`src/sv/noise_gate_envelope_smoothing_top_defines.svh`:
```
// Assertion macros for the noise gate block.
// Depends on nothing; used by the top level, which provides clk and rst_n.
`ifndef NOISE_GATE_ENVELOPE_SMOOTHING_TOP_DEFINES_SVH
`define NOISE_GATE_ENVELOPE_SMOOTHING_TOP_DEFINES_SVH

// Same-cycle implication, checked out of reset.
`define NGE_ASSERT_IMPLY(label, ante, cons, msg) \
    label: assert property (@(posedge clk) disable iff (!rst_n) (ante) |-> (cons)) \
        else $error(msg);

// Next-cycle implication, checked out of reset.
`define NGE_ASSERT_NEXT(label, ante, cons, msg) \
    label: assert property (@(posedge clk) disable iff (!rst_n) (ante) |=> (cons)) \
        else $error(msg);

`endif

```
`src/sv/nge_pkg.sv`:
```
// Shared types and constants for the noise gate block.
// No dependencies; used by nge_ctrl, nge_datapath and the top level.
package nge_pkg;

    localparam int MAX_CHANNELS_DEF = 2;

    localparam int SAMPLE_W   = 16;
    localparam int LEVEL_W    = 24;
    localparam int COEFF_W    = 16;
    localparam int PROD_W     = 40;
    localparam int CFG_IDX_W  = 2;
    localparam int CFG_DATA_W = 24;

    localparam logic [LEVEL_W-1:0] GAIN_ONE        = 24'h800000;
    localparam logic [LEVEL_W-1:0] THRESHOLD_RESET = 24'd8389;
    localparam logic [COEFF_W-1:0] ENV_COEFF_RESET = 16'd272;
    localparam logic [COEFF_W-1:0] OPEN_COEFF_RESET  = 16'd679;
    localparam logic [COEFF_W-1:0] CLOSE_COEFF_RESET = 16'd14;

    typedef enum logic [CFG_IDX_W-1:0] {
        REG_THRESHOLD   = 2'd0,
        REG_ENV_COEFF   = 2'd1,
        REG_OPEN_COEFF  = 2'd2,
        REG_CLOSE_COEFF = 2'd3
    } cfg_reg_t;

    typedef struct packed {
        logic signed [SAMPLE_W-1:0] sample;
        logic                       channel;
    } in_beat_t;

    typedef struct packed {
        logic signed [SAMPLE_W-1:0] gated_sample;
        logic                       channel_out;
    } out_beat_t;

    typedef enum logic [2:0] {
        S_IDLE,
        S_ENV_MUL,
        S_ENV_UPD,
        S_GAIN_MUL,
        S_GAIN_UPD,
        S_OUT_MUL,
        S_DONE
    } state_t;

    typedef struct packed {
        logic load_in;
        logic env_mul;
        logic env_upd;
        logic gain_mul;
        logic gain_upd;
        logic out_mul;
        logic out_load;
    } dp_cmd_t;

    typedef struct packed {
        logic ch_valid;
    } dp_stat_t;

endpackage

```
`src/sv/noise_gate_envelope_smoothing_top.sv`:
```
// Top level of the per-channel noise gate with envelope follower.
// Depends on nge_pkg, nge_ctrl, nge_datapath and the _defines.svh macros.
//
//   channel  handshake            payload               width
//   in       in_valid / in_ready  in_data  (in_beat_t)  17
//   out      out_valid/ out_ready out_data (out_beat_t) 17
//   cfg      cfg_we               cfg_index, cfg_data   2 + 24
//
// Between one accept and the next, a beat runs through six sequencer steps
// (envelope multiply and update, gain multiply and update, output multiply,
// output load) and then the idle state that accepts the next. All three products go
// through one shared 16x24 multiplier. A channel index not below MAX_CHANNELS
// skips from the envelope multiply straight to the output load.
// Reset is asynchronous, active low: envelopes clear, gains open fully,
// config registers take their defaults. A result waiting on out_ready
// stalls only the final load; no new input beat is taken until that load is done.
`include "noise_gate_envelope_smoothing_top_defines.svh"

module noise_gate_envelope_smoothing_top #(
    parameter int MAX_CHANNELS = nge_pkg::MAX_CHANNELS_DEF
) (
    input  logic                           clk,
    input  logic                           rst_n,
    input  logic                           cfg_we,
    input  logic [nge_pkg::CFG_IDX_W-1:0]  cfg_index,
    input  logic [nge_pkg::CFG_DATA_W-1:0] cfg_data,
    input  logic                           in_valid,
    output logic                           in_ready,
    input  nge_pkg::in_beat_t              in_data,
    output logic                           out_valid,
    input  logic                           out_ready,
    output nge_pkg::out_beat_t             out_data
);

    nge_pkg::dp_cmd_t  cmd;
    nge_pkg::dp_stat_t stat;

    // Sequencer: walks each beat through the multiplier steps
    nge_ctrl u_ctrl (
        .clk       (clk),
        .rst_n     (rst_n),
        .in_valid  (in_valid),
        .in_ready  (in_ready),
        .out_valid (out_valid),
        .out_ready (out_ready),
        .stat      (stat),
        .cmd       (cmd)
    );

    // Datapath: registers, channel state, shared multiplier, output register
    nge_datapath #(
        .MAX_CHANNELS (MAX_CHANNELS)
    ) u_dp (
        .clk       (clk),
        .rst_n     (rst_n),
        .cfg_we    (cfg_we),
        .cfg_index (cfg_index),
        .cfg_data  (cfg_data),
        .in_data   (in_data),
        .cmd       (cmd),
        .stat      (stat),
        .out_data  (out_data)
    );

    // Drop ready right after an accepted beat: one beat in work at a time.
    `NGE_ASSERT_NEXT(a_busy_after_accept, in_valid && in_ready, !in_ready, "ready held after accept")
    // Ready only falls because a beat was taken.
    `NGE_ASSERT_IMPLY(a_ready_fall_cause, $fell(in_ready), $past(in_valid), "ready fell without a beat")
    // A new result appears only while the sequencer is busy finishing a beat.
    `NGE_ASSERT_IMPLY(a_result_from_work, $rose(out_valid), $past(!in_ready), "result without work")

endmodule

```
`src/sv/nge_ctrl.sv`:
```
// Sequencer for the noise gate: steps one beat through the shared multiplier.
// Depends on nge_pkg (state_t, dp_cmd_t, dp_stat_t).
module nge_ctrl (
    input  logic              clk,
    input  logic              rst_n,
    input  logic              in_valid,
    output logic              in_ready,
    output logic              out_valid,
    input  logic              out_ready,
    input  nge_pkg::dp_stat_t stat,
    output nge_pkg::dp_cmd_t  cmd
);

    nge_pkg::state_t state_reg;
    nge_pkg::state_t state_next;
    logic            out_valid_reg;
    logic            out_valid_next;

    always_ff @(posedge clk or negedge rst_n)
    begin
        if (!rst_n)
        begin
            state_reg     <= nge_pkg::S_IDLE;
            out_valid_reg <= 1'b0;
        end
        else
        begin
            state_reg     <= state_next;
            out_valid_reg <= out_valid_next;
        end
    end

    always_comb
    begin
        state_next = state_reg;
        cmd        = '0;
        case (state_reg)
            nge_pkg::S_IDLE:
            begin
                if (in_valid)
                begin
                    cmd.load_in = 1'b1;
                    state_next  = nge_pkg::S_ENV_MUL;
                end
            end
            nge_pkg::S_ENV_MUL:
            begin
                // Unknown channel: skip the state update, pass the sample.
                cmd.env_mul = 1'b1;
                state_next  = stat.ch_valid ? nge_pkg::S_ENV_UPD : nge_pkg::S_DONE;
            end
            nge_pkg::S_ENV_UPD:
            begin
                cmd.env_upd = 1'b1;
                state_next  = nge_pkg::S_GAIN_MUL;
            end
            nge_pkg::S_GAIN_MUL:
            begin
                cmd.gain_mul = 1'b1;
                state_next   = nge_pkg::S_GAIN_UPD;
            end
            nge_pkg::S_GAIN_UPD:
            begin
                cmd.gain_upd = 1'b1;
                state_next   = nge_pkg::S_OUT_MUL;
            end
            nge_pkg::S_OUT_MUL:
            begin
                cmd.out_mul = 1'b1;
                state_next  = nge_pkg::S_DONE;
            end
            nge_pkg::S_DONE:
            begin
                // Hold until the output register is free.
                if (!out_valid_reg || out_ready)
                begin
                    cmd.out_load = 1'b1;
                    state_next   = nge_pkg::S_IDLE;
                end
            end
            default:
            begin
                state_next = nge_pkg::S_IDLE;
            end
        endcase
    end

    always_comb
    begin
        if (cmd.out_load)
        begin
            out_valid_next = 1'b1;
        end
        else if (out_ready)
        begin
            out_valid_next = 1'b0;
        end
        else
        begin
            out_valid_next = out_valid_reg;
        end
    end

    assign in_ready  = (state_reg == nge_pkg::S_IDLE);
    assign out_valid = out_valid_reg;

endmodule

```
`src/sv/nge_datapath.sv`:
```
// Datapath for the noise gate: config registers, per-channel state,
// one shared 16x24 multiplier and the output register. Depends on nge_pkg.
module nge_datapath #(
    parameter int MAX_CHANNELS = nge_pkg::MAX_CHANNELS_DEF
) (
    input  logic                              clk,
    input  logic                              rst_n,
    input  logic                              cfg_we,
    input  logic [nge_pkg::CFG_IDX_W-1:0]     cfg_index,
    input  logic [nge_pkg::CFG_DATA_W-1:0]    cfg_data,
    input  nge_pkg::in_beat_t                 in_data,
    input  nge_pkg::dp_cmd_t                  cmd,
    output nge_pkg::dp_stat_t                 stat,
    output nge_pkg::out_beat_t                out_data
);

    localparam int CH_W = (MAX_CHANNELS > 1) ? $clog2(MAX_CHANNELS) : 1;
    localparam int LW   = nge_pkg::LEVEL_W;
    localparam int CW   = nge_pkg::COEFF_W;
    localparam int SW   = nge_pkg::SAMPLE_W;
    localparam int PW   = nge_pkg::PROD_W;

    logic [LW-1:0] thr_reg;
    logic [CW-1:0] env_coeff_reg;
    logic [CW-1:0] open_coeff_reg;
    logic [CW-1:0] close_coeff_reg;

    logic [LW-1:0] env_reg  [MAX_CHANNELS];
    logic [LW-1:0] gain_reg [MAX_CHANNELS];

    logic signed [SW-1:0] sample_reg;
    logic                 ch_reg;
    logic                 neg_reg;
    logic [SW-1:0]        mag_reg;
    logic [PW-1:0]        prod_reg;
    logic [PW-1:0]        prod_next;
    logic                 dir_reg;
    nge_pkg::out_beat_t   out_data_reg;

    logic [CH_W-1:0] ch_idx;
    logic [LW-1:0]   x_env;
    logic [LW-1:0]   x_gain;
    logic [LW-1:0]   rect;
    logic            env_dir;
    logic [LW-1:0]   env_gap;
    logic            gate_open;
    logic [LW-1:0]   gain_gap;
    logic [CW-1:0]   mul_a;
    logic [LW-1:0]   mul_b;
    logic [PW-1:0]   step_sum;
    logic [LW-1:0]   step;
    logic [LW-1:0]   x_env_next;
    logic [LW-1:0]   x_gain_next;
    logic [PW-1:0]   rnd_sum;
    logic [SW:0]     out_mag_raw;
    logic [SW-1:0]   out_mag;
    logic [SW-1:0]   result;
    logic [SW-1:0]   in_raw;
    logic [SW-1:0]   in_mag;

    // Configuration writes
    always_ff @(posedge clk or negedge rst_n)
    begin
        if (!rst_n)
        begin
            thr_reg         <= nge_pkg::THRESHOLD_RESET;
            env_coeff_reg   <= nge_pkg::ENV_COEFF_RESET;
            open_coeff_reg  <= nge_pkg::OPEN_COEFF_RESET;
            close_coeff_reg <= nge_pkg::CLOSE_COEFF_RESET;
        end
        else if (cfg_we)
        begin
            case (nge_pkg::cfg_reg_t'(cfg_index))
                nge_pkg::REG_THRESHOLD:   thr_reg         <= cfg_data;
                nge_pkg::REG_ENV_COEFF:   env_coeff_reg   <= cfg_data[CW-1:0];
                nge_pkg::REG_OPEN_COEFF:  open_coeff_reg  <= cfg_data[CW-1:0];
                nge_pkg::REG_CLOSE_COEFF: close_coeff_reg <= cfg_data[CW-1:0];
                default: ;
            endcase
        end
    end

    assign ch_idx         = CH_W'(ch_reg);
    assign stat.ch_valid  = (32'(ch_reg) < 32'(MAX_CHANNELS));

    assign x_env  = env_reg[ch_idx];
    assign x_gain = gain_reg[ch_idx];

    // Envelope gap toward the rectified sample
    assign rect    = {mag_reg, 8'd0};
    assign env_dir = (rect >= x_env);
    assign env_gap = env_dir ? (rect - x_env) : (x_env - rect);

    // Gate decision on the freshly updated envelope
    assign gate_open = (x_env >= thr_reg);
    assign gain_gap  = gate_open ? (nge_pkg::GAIN_ONE - x_gain) : x_gain;

    // Shared multiplier operand select
    always_comb
    begin
        if (cmd.env_mul)
        begin
            mul_a = env_coeff_reg;
            mul_b = env_gap;
        end
        else if (cmd.gain_mul)
        begin
            mul_a = gate_open ? open_coeff_reg : close_coeff_reg;
            mul_b = gain_gap;
        end
        else
        begin
            mul_a = mag_reg;
            mul_b = x_gain;
        end
    end

    assign prod_next = {{(PW-CW){1'b0}}, mul_a} * {{(PW-LW){1'b0}}, mul_b};

    // Rounded smoothing step, never past the target
    assign step_sum    = prod_reg + PW'(32768);
    assign step        = step_sum[PW-1:16];
    assign x_env_next  = dir_reg ? (x_env + step) : (x_env - step);
    assign x_gain_next = dir_reg ? (x_gain + step) : (x_gain - step);

    // Output scaling: round half away from zero, then saturate
    assign rnd_sum     = prod_reg + PW'(4194304);
    assign out_mag_raw = rnd_sum[PW-1:23];

    always_comb
    begin
        if (neg_reg)
        begin
            out_mag = (out_mag_raw > 17'd32768) ? 16'd32768 : out_mag_raw[SW-1:0];
            result  = 16'd0 - out_mag;
        end
        else
        begin
            out_mag = (out_mag_raw > 17'd32767) ? 16'd32767 : out_mag_raw[SW-1:0];
            result  = out_mag;
        end
    end

    assign in_raw = in_data.sample;
    assign in_mag = in_raw[SW-1] ? (16'd0 - in_raw) : in_raw;

    always_ff @(posedge clk)
    begin
        if (cmd.load_in)
        begin
            sample_reg <= in_data.sample;
            ch_reg     <= in_data.channel;
            neg_reg    <= in_raw[SW-1];
            mag_reg    <= in_mag;
        end
        if (cmd.env_mul || cmd.gain_mul || cmd.out_mul)
        begin
            prod_reg <= prod_next;
        end
        if (cmd.env_mul)
        begin
            dir_reg <= env_dir;
        end
        else if (cmd.gain_mul)
        begin
            dir_reg <= gate_open;
        end
        if (cmd.out_load)
        begin
            out_data_reg.gated_sample <= stat.ch_valid ? $signed(result) : sample_reg;
            out_data_reg.channel_out  <= ch_reg;
        end
    end

    // Per-channel envelope and gain
    always_ff @(posedge clk or negedge rst_n)
    begin
        if (!rst_n)
        begin
            for (int c = 0; c < MAX_CHANNELS; c++)
            begin
                env_reg[c]  <= '0;
                gain_reg[c] <= nge_pkg::GAIN_ONE;
            end
        end
        else
        begin
            if (cmd.env_upd)
            begin
                env_reg[ch_idx] <= x_env_next;
            end
            if (cmd.gain_upd)
            begin
                gain_reg[ch_idx] <= x_gain_next;
            end
        end
    end

    assign out_data = out_data_reg;

endmodule

```
`config.mk`:
```
export PLATFORM = sky130hd
export DESIGN_NAME = noise_gate_envelope_smoothing_top
export DESIGN_NICKNAME = d
export VERILOG_FILES = /design/src/sv/nge_pkg.sv /design/src/sv/noise_gate_envelope_smoothing_top.sv /design/src/sv/nge_ctrl.sv /design/src/sv/nge_datapath.sv
export VERILOG_INCLUDE_DIRS = /design/src /design/src/sv
export SDC_FILE = /design/constraint.sdc
export NUM_CORES = 2
export LEC_CHECK = 0
export BUFFER_PORTS_ARGS = -buffer_cell sky130_fd_sc_hd__buf_2
export CAP_MARGIN = 20
export CELL_PAD_IN_SITES_DETAIL_PLACEMENT = 2
export CELL_PAD_IN_SITES_GLOBAL_PLACEMENT = 2
export CORE_MARGIN = 2
export CORE_UTILIZATION = 30
export DETAILED_ROUTE_END_ITERATION = 6
export PLACE_DENSITY_LB_ADDON = 0.15
export SLEW_MARGIN = 20
export SYNTH_ARGS = -nofsm -noshare
export SYNTH_HDL_FRONTEND = slang
export SYNTH_SLANG_ARGS = --single-unit
```
`constraint.sdc`:
```
create_clock -name clk -period 21.4 [get_ports clk]
set_input_delay 1.07 -clock clk [delete_from_list [all_inputs] [get_ports clk]]
set_output_delay 1.07 -clock clk [all_outputs]
set_load 0.02 [all_outputs]
```
==> results.py <==
metrics = {
    "clocking": {
        "htree_num_levels": 1,
        "postCtsSetupRepairBufs": 0,
        "postCtsHoldBufs": 0,
        "cts_tree": "built",
        "cts_made_buffers": 30,
        "max-clock-path-buffers": 3,
        "root_buffer": "clkbuf_16",
        "cts.sinks": 233,
        "insertion_delay_ns": 0.62,
        "cts_resized": 0,
        "clk_pin_slew_worst_paths_ns": 0.06,
    },
    "critical_path": {
        "crit_fanout": 45,
        "crit_path_end_kind": "register",
        "r2r_slack_ns": 8.78,
        "cpMostUsedCell": "fa_1",
        "crit_arrival_ns": 13.07,
        "crit_required_ns": 21.85,
        "cpPeakStageDelay_ns": 0.84,
        "crit_family": "adder cells",
        "startpoint_type": "register",
        "crit_path_top_delay_cell": "a2111oi_1",
        "rr_startpoint": "u_dp.ch_idx$_DFFE_PP_",
        "r2r-end": "u_dp.prod_reg[34]$_DFFE_PP_",
        "critical_path_class": "reg -> reg",
        "path_buf_inv": 9,
        "r2r_cells": 39,
    },
    "yosys": {
        "yosysSeqAreaShare": 0.2173,
        "syn_area_um2": 28340,
        "yosysTopAreaCell": "fa_1",
        "synth_xor_area_frac": 0.05934,
        "synth-warning-count": 0,
        "synth-async-reset-ratio": 0.7382,
        "syn_nets": 3758,
        "syn_area_per_cell_um2": 8.897,
        "synthAdderAreaFrac": 0.3134,
        "syn_inst": 3185,
        "synthDistinctLibCells": 91,
        "synth-seq-cells": 233,
        "synthSimpleGateAreaFrac": 0.1525,
        "ys.flop_type": "dfrtp_1",
        "synth_top_family_by_area": "adder cells",
        "synth-edff-count": 61,
        "yosys-top-cells-area": "fa_1 22%, dfrtp_1 14%, ha_1 9.6%",
        "synthMuxAreaShare": 0.05135,
        "synth_top_area_share": 0.2176,
        "synth_compound_area_frac": 0.1277,
    },
    "die": {
        "boundaryPins": 67,
        "die_area_um2": 96930,
        "die_x_um": 311.3,
        "die_y_um": 311.3,
        "std_cell_rows": 112,
        "core_um2": 93470,
        "initial_core_util": 0.3032,
    },
    "hold_path": {
        "hp-class": "in -> async",
    },
    "timing": {
        "finalCriticalPeriod_ns": 12.62,
        "slew_violations": 0,
        "tns_ns": 0,
        "fin_crit_sh": 0.5898,
        "hold_violations": 0,
        "setup_viol": 0,
        "clock_skew_ns": 0.04310,
        "slew_headroom": 0.2766,
        "fmax_ghz": 0.07922,
        "rsz0062_at_grt": "false",
        "worstMarginPinSlew_ns": 1.082,
    },
    "detailed_routing": {
        "viasPerCell": 5.099,
        "routed_wl_um": 109900,
        "vias": 22869,
        "wl_per_cell_um": 24.51,
        "drtIter0Drc": 1099,
        "ant_nets": 0,
        "post-route-drc-count": 0,
        "first_pass_iters": 4,
    },
    "layout": {
        "n_fill_cell": 10500,
        "regArea_um2": 6158,
        "drive_above_1_share": 0.09913,
        "multiInputGateArea_um2": 20050,
        "finalNetCount": 3777,
        "area_growth_pct": 9.970,
    },
    "placed_design": {
        "io_buffers": 66,
        "gp_congestion": 0.8652,
        "hpwl_um": 89260,
    },
    "grt": {
        "grt_pass1_vias": 26020,
        "overflow": 0,
        "grt_max_degree": 70,
        "grt_pass1_wl_um": 166600,
        "antenna_found_initial": 7,
        "grt_usage": 0.2265,
    },
    "run_status": {
        "outcome": "complete, no violations",
    },
    "run": {
        "max_cap_violations": 0,
    },
}
-- worst max-delay path by stage --
stage / startpoint / end / depth (start not counted)
5_1_grt: u_dp.ch_idx$_DFFE_PP_ / u_dp.prod_reg[34]$_DFFE_PP_ / 39
3_3_place_gp: u_dp.ch_idx$_DFFE_PP_ / u_dp.prod_reg[34]$_DFFE_PP_ / 38
4_1_cts: u_dp.ch_idx$_DFFE_PP_ / u_dp.prod_reg[34]$_DFFE_PP_ / 39
3_5_place_dp: u_dp.ch_idx$_DFFE_PP_ / u_dp.prod_reg[34]$_DFFE_PP_ / 39
2_1_floorplan: u_dp.ch_idx$_DFFE_PP_ / u_dp.prod_reg[39]$_DFFE_PP_ / 47
6_report: u_dp.ch_idx$_DFFE_PP_ / u_dp.prod_reg[34]$_DFFE_PP_ / 39
-- worst register-to-register path: cells and delay by family (launching register included) --
family          cells  cell delay (ns)
xor+xnor            1             0.18
flops               1             0.33
buf+inv             9             2.12
fa+ha+maj           8             3.72
mux                 1             0.70
compound gates     10             3.41
simple gates       10             2.00
-- stage by stage --
step | instance area [um^2] | hold WS, ns | worst slack (ns) | utilization | cells
2_1_floorplan | 28340 | 0.4444 | 10.31 | - | 3185
3_3_place_gp | 30090 | 0.4562 | 8.245 | 0.3220 | 4424
3_5_place_dp | 30150 | 0.4699 | 8.934 | 0.3225 | 4426
4_1_cts | 31150 | 0.3465 | 8.888 | 0.3333 | 4482
5_1_grt | 31150 | 0.3823 | 8.257 | 0.3333 | 4482
6_report | 31160 | 0.3772 | 8.777 | 0.3334 | 4485
-- final cells by class --
type	count	area share
Antenna cell	3	0.0002409
Clock buffer	32	0.02433
Clock inverter	24	0.007990
Inverter	444	0.05348
Multi-Input combinational cell	2381	0.6435
Sequential cell	233	0.1976
Tap cell	1254	0.05035
Timing Repair Buffer	114	0.02248
-- synth_stat cells (all sizes together) (4+ instances only) --
cell type / n
nor3: 34
o21a: 15
or4: 5
a211oi: 20
and4: 7
or2: 6
nor2b: 10
ha: 217
xnor2: 126
dfstp: 18
nand2: 451
and2: 64
dfrtp: 154
buf: 38
nand3b: 9
edfxtp: 61
nand3: 34
o211ai: 11
and3: 22
o21ai: 219
mux2: 80
mux2i: 55
inv: 443
a31oi: 17
fa: 308
a311oi: 4
a21oi: 148
nand4b: 5
a21boi: 6
nor4: 7
xor2: 66
nor3b: 6
clkbuf: 89
or3: 22
a22oi: 7
o21bai: 16
nand2b: 33
o31ai: 13
nor2: 202
nand4: 26
a21o: 66
a41oi: 5
-- cell usage in the layout, fill, tap and decap left out, types with 33 or more instances in the layout --
cell / n
nor3_1: 33
nand2_1: 450
dfrtp_1: 154
xor2_1: 66
o21ai_0: 193
buf_4: 47
a21oi_1: 138
a21o_1: 65
buf_2: 65
mux2i_1: 55
fa_1: 308
inv_1: 442
and2_1: 63
mux2_2: 79
edfxtp_1: 61
nor2_1: 199
ha_1: 217
nand2b_1: 33
xnor2_1: 126
-- metal layers --
metal,up-vias,global-route usage,part of all wire
li1,10452,-,-
met1,11935,0.3175,0.48
met2,376,0.3728,0.46
met3,106,0.02309,0.033
met4,0,0.05731,0.027
met5,-,0,0
-- kinds of logic (layout without fill, tap and decap cells) --
| family | Yosys count | in the layout |
|---|---|---|
| compound gates | 583 | 583 |
| xor+xnor | 192 | 192 |
| fa+ha+maj | 525 | 525 |
| flops | 233 | 233 |
| other cells | 0 | 3 |
| buf+inv | 571 | 614 |
| simple gates | 946 | 946 |
| mux | 135 | 135 |
Power is left out: the tool's default activity adds up to more than one toggle a clock period on the data nets, which glitch-free logic cannot reach.
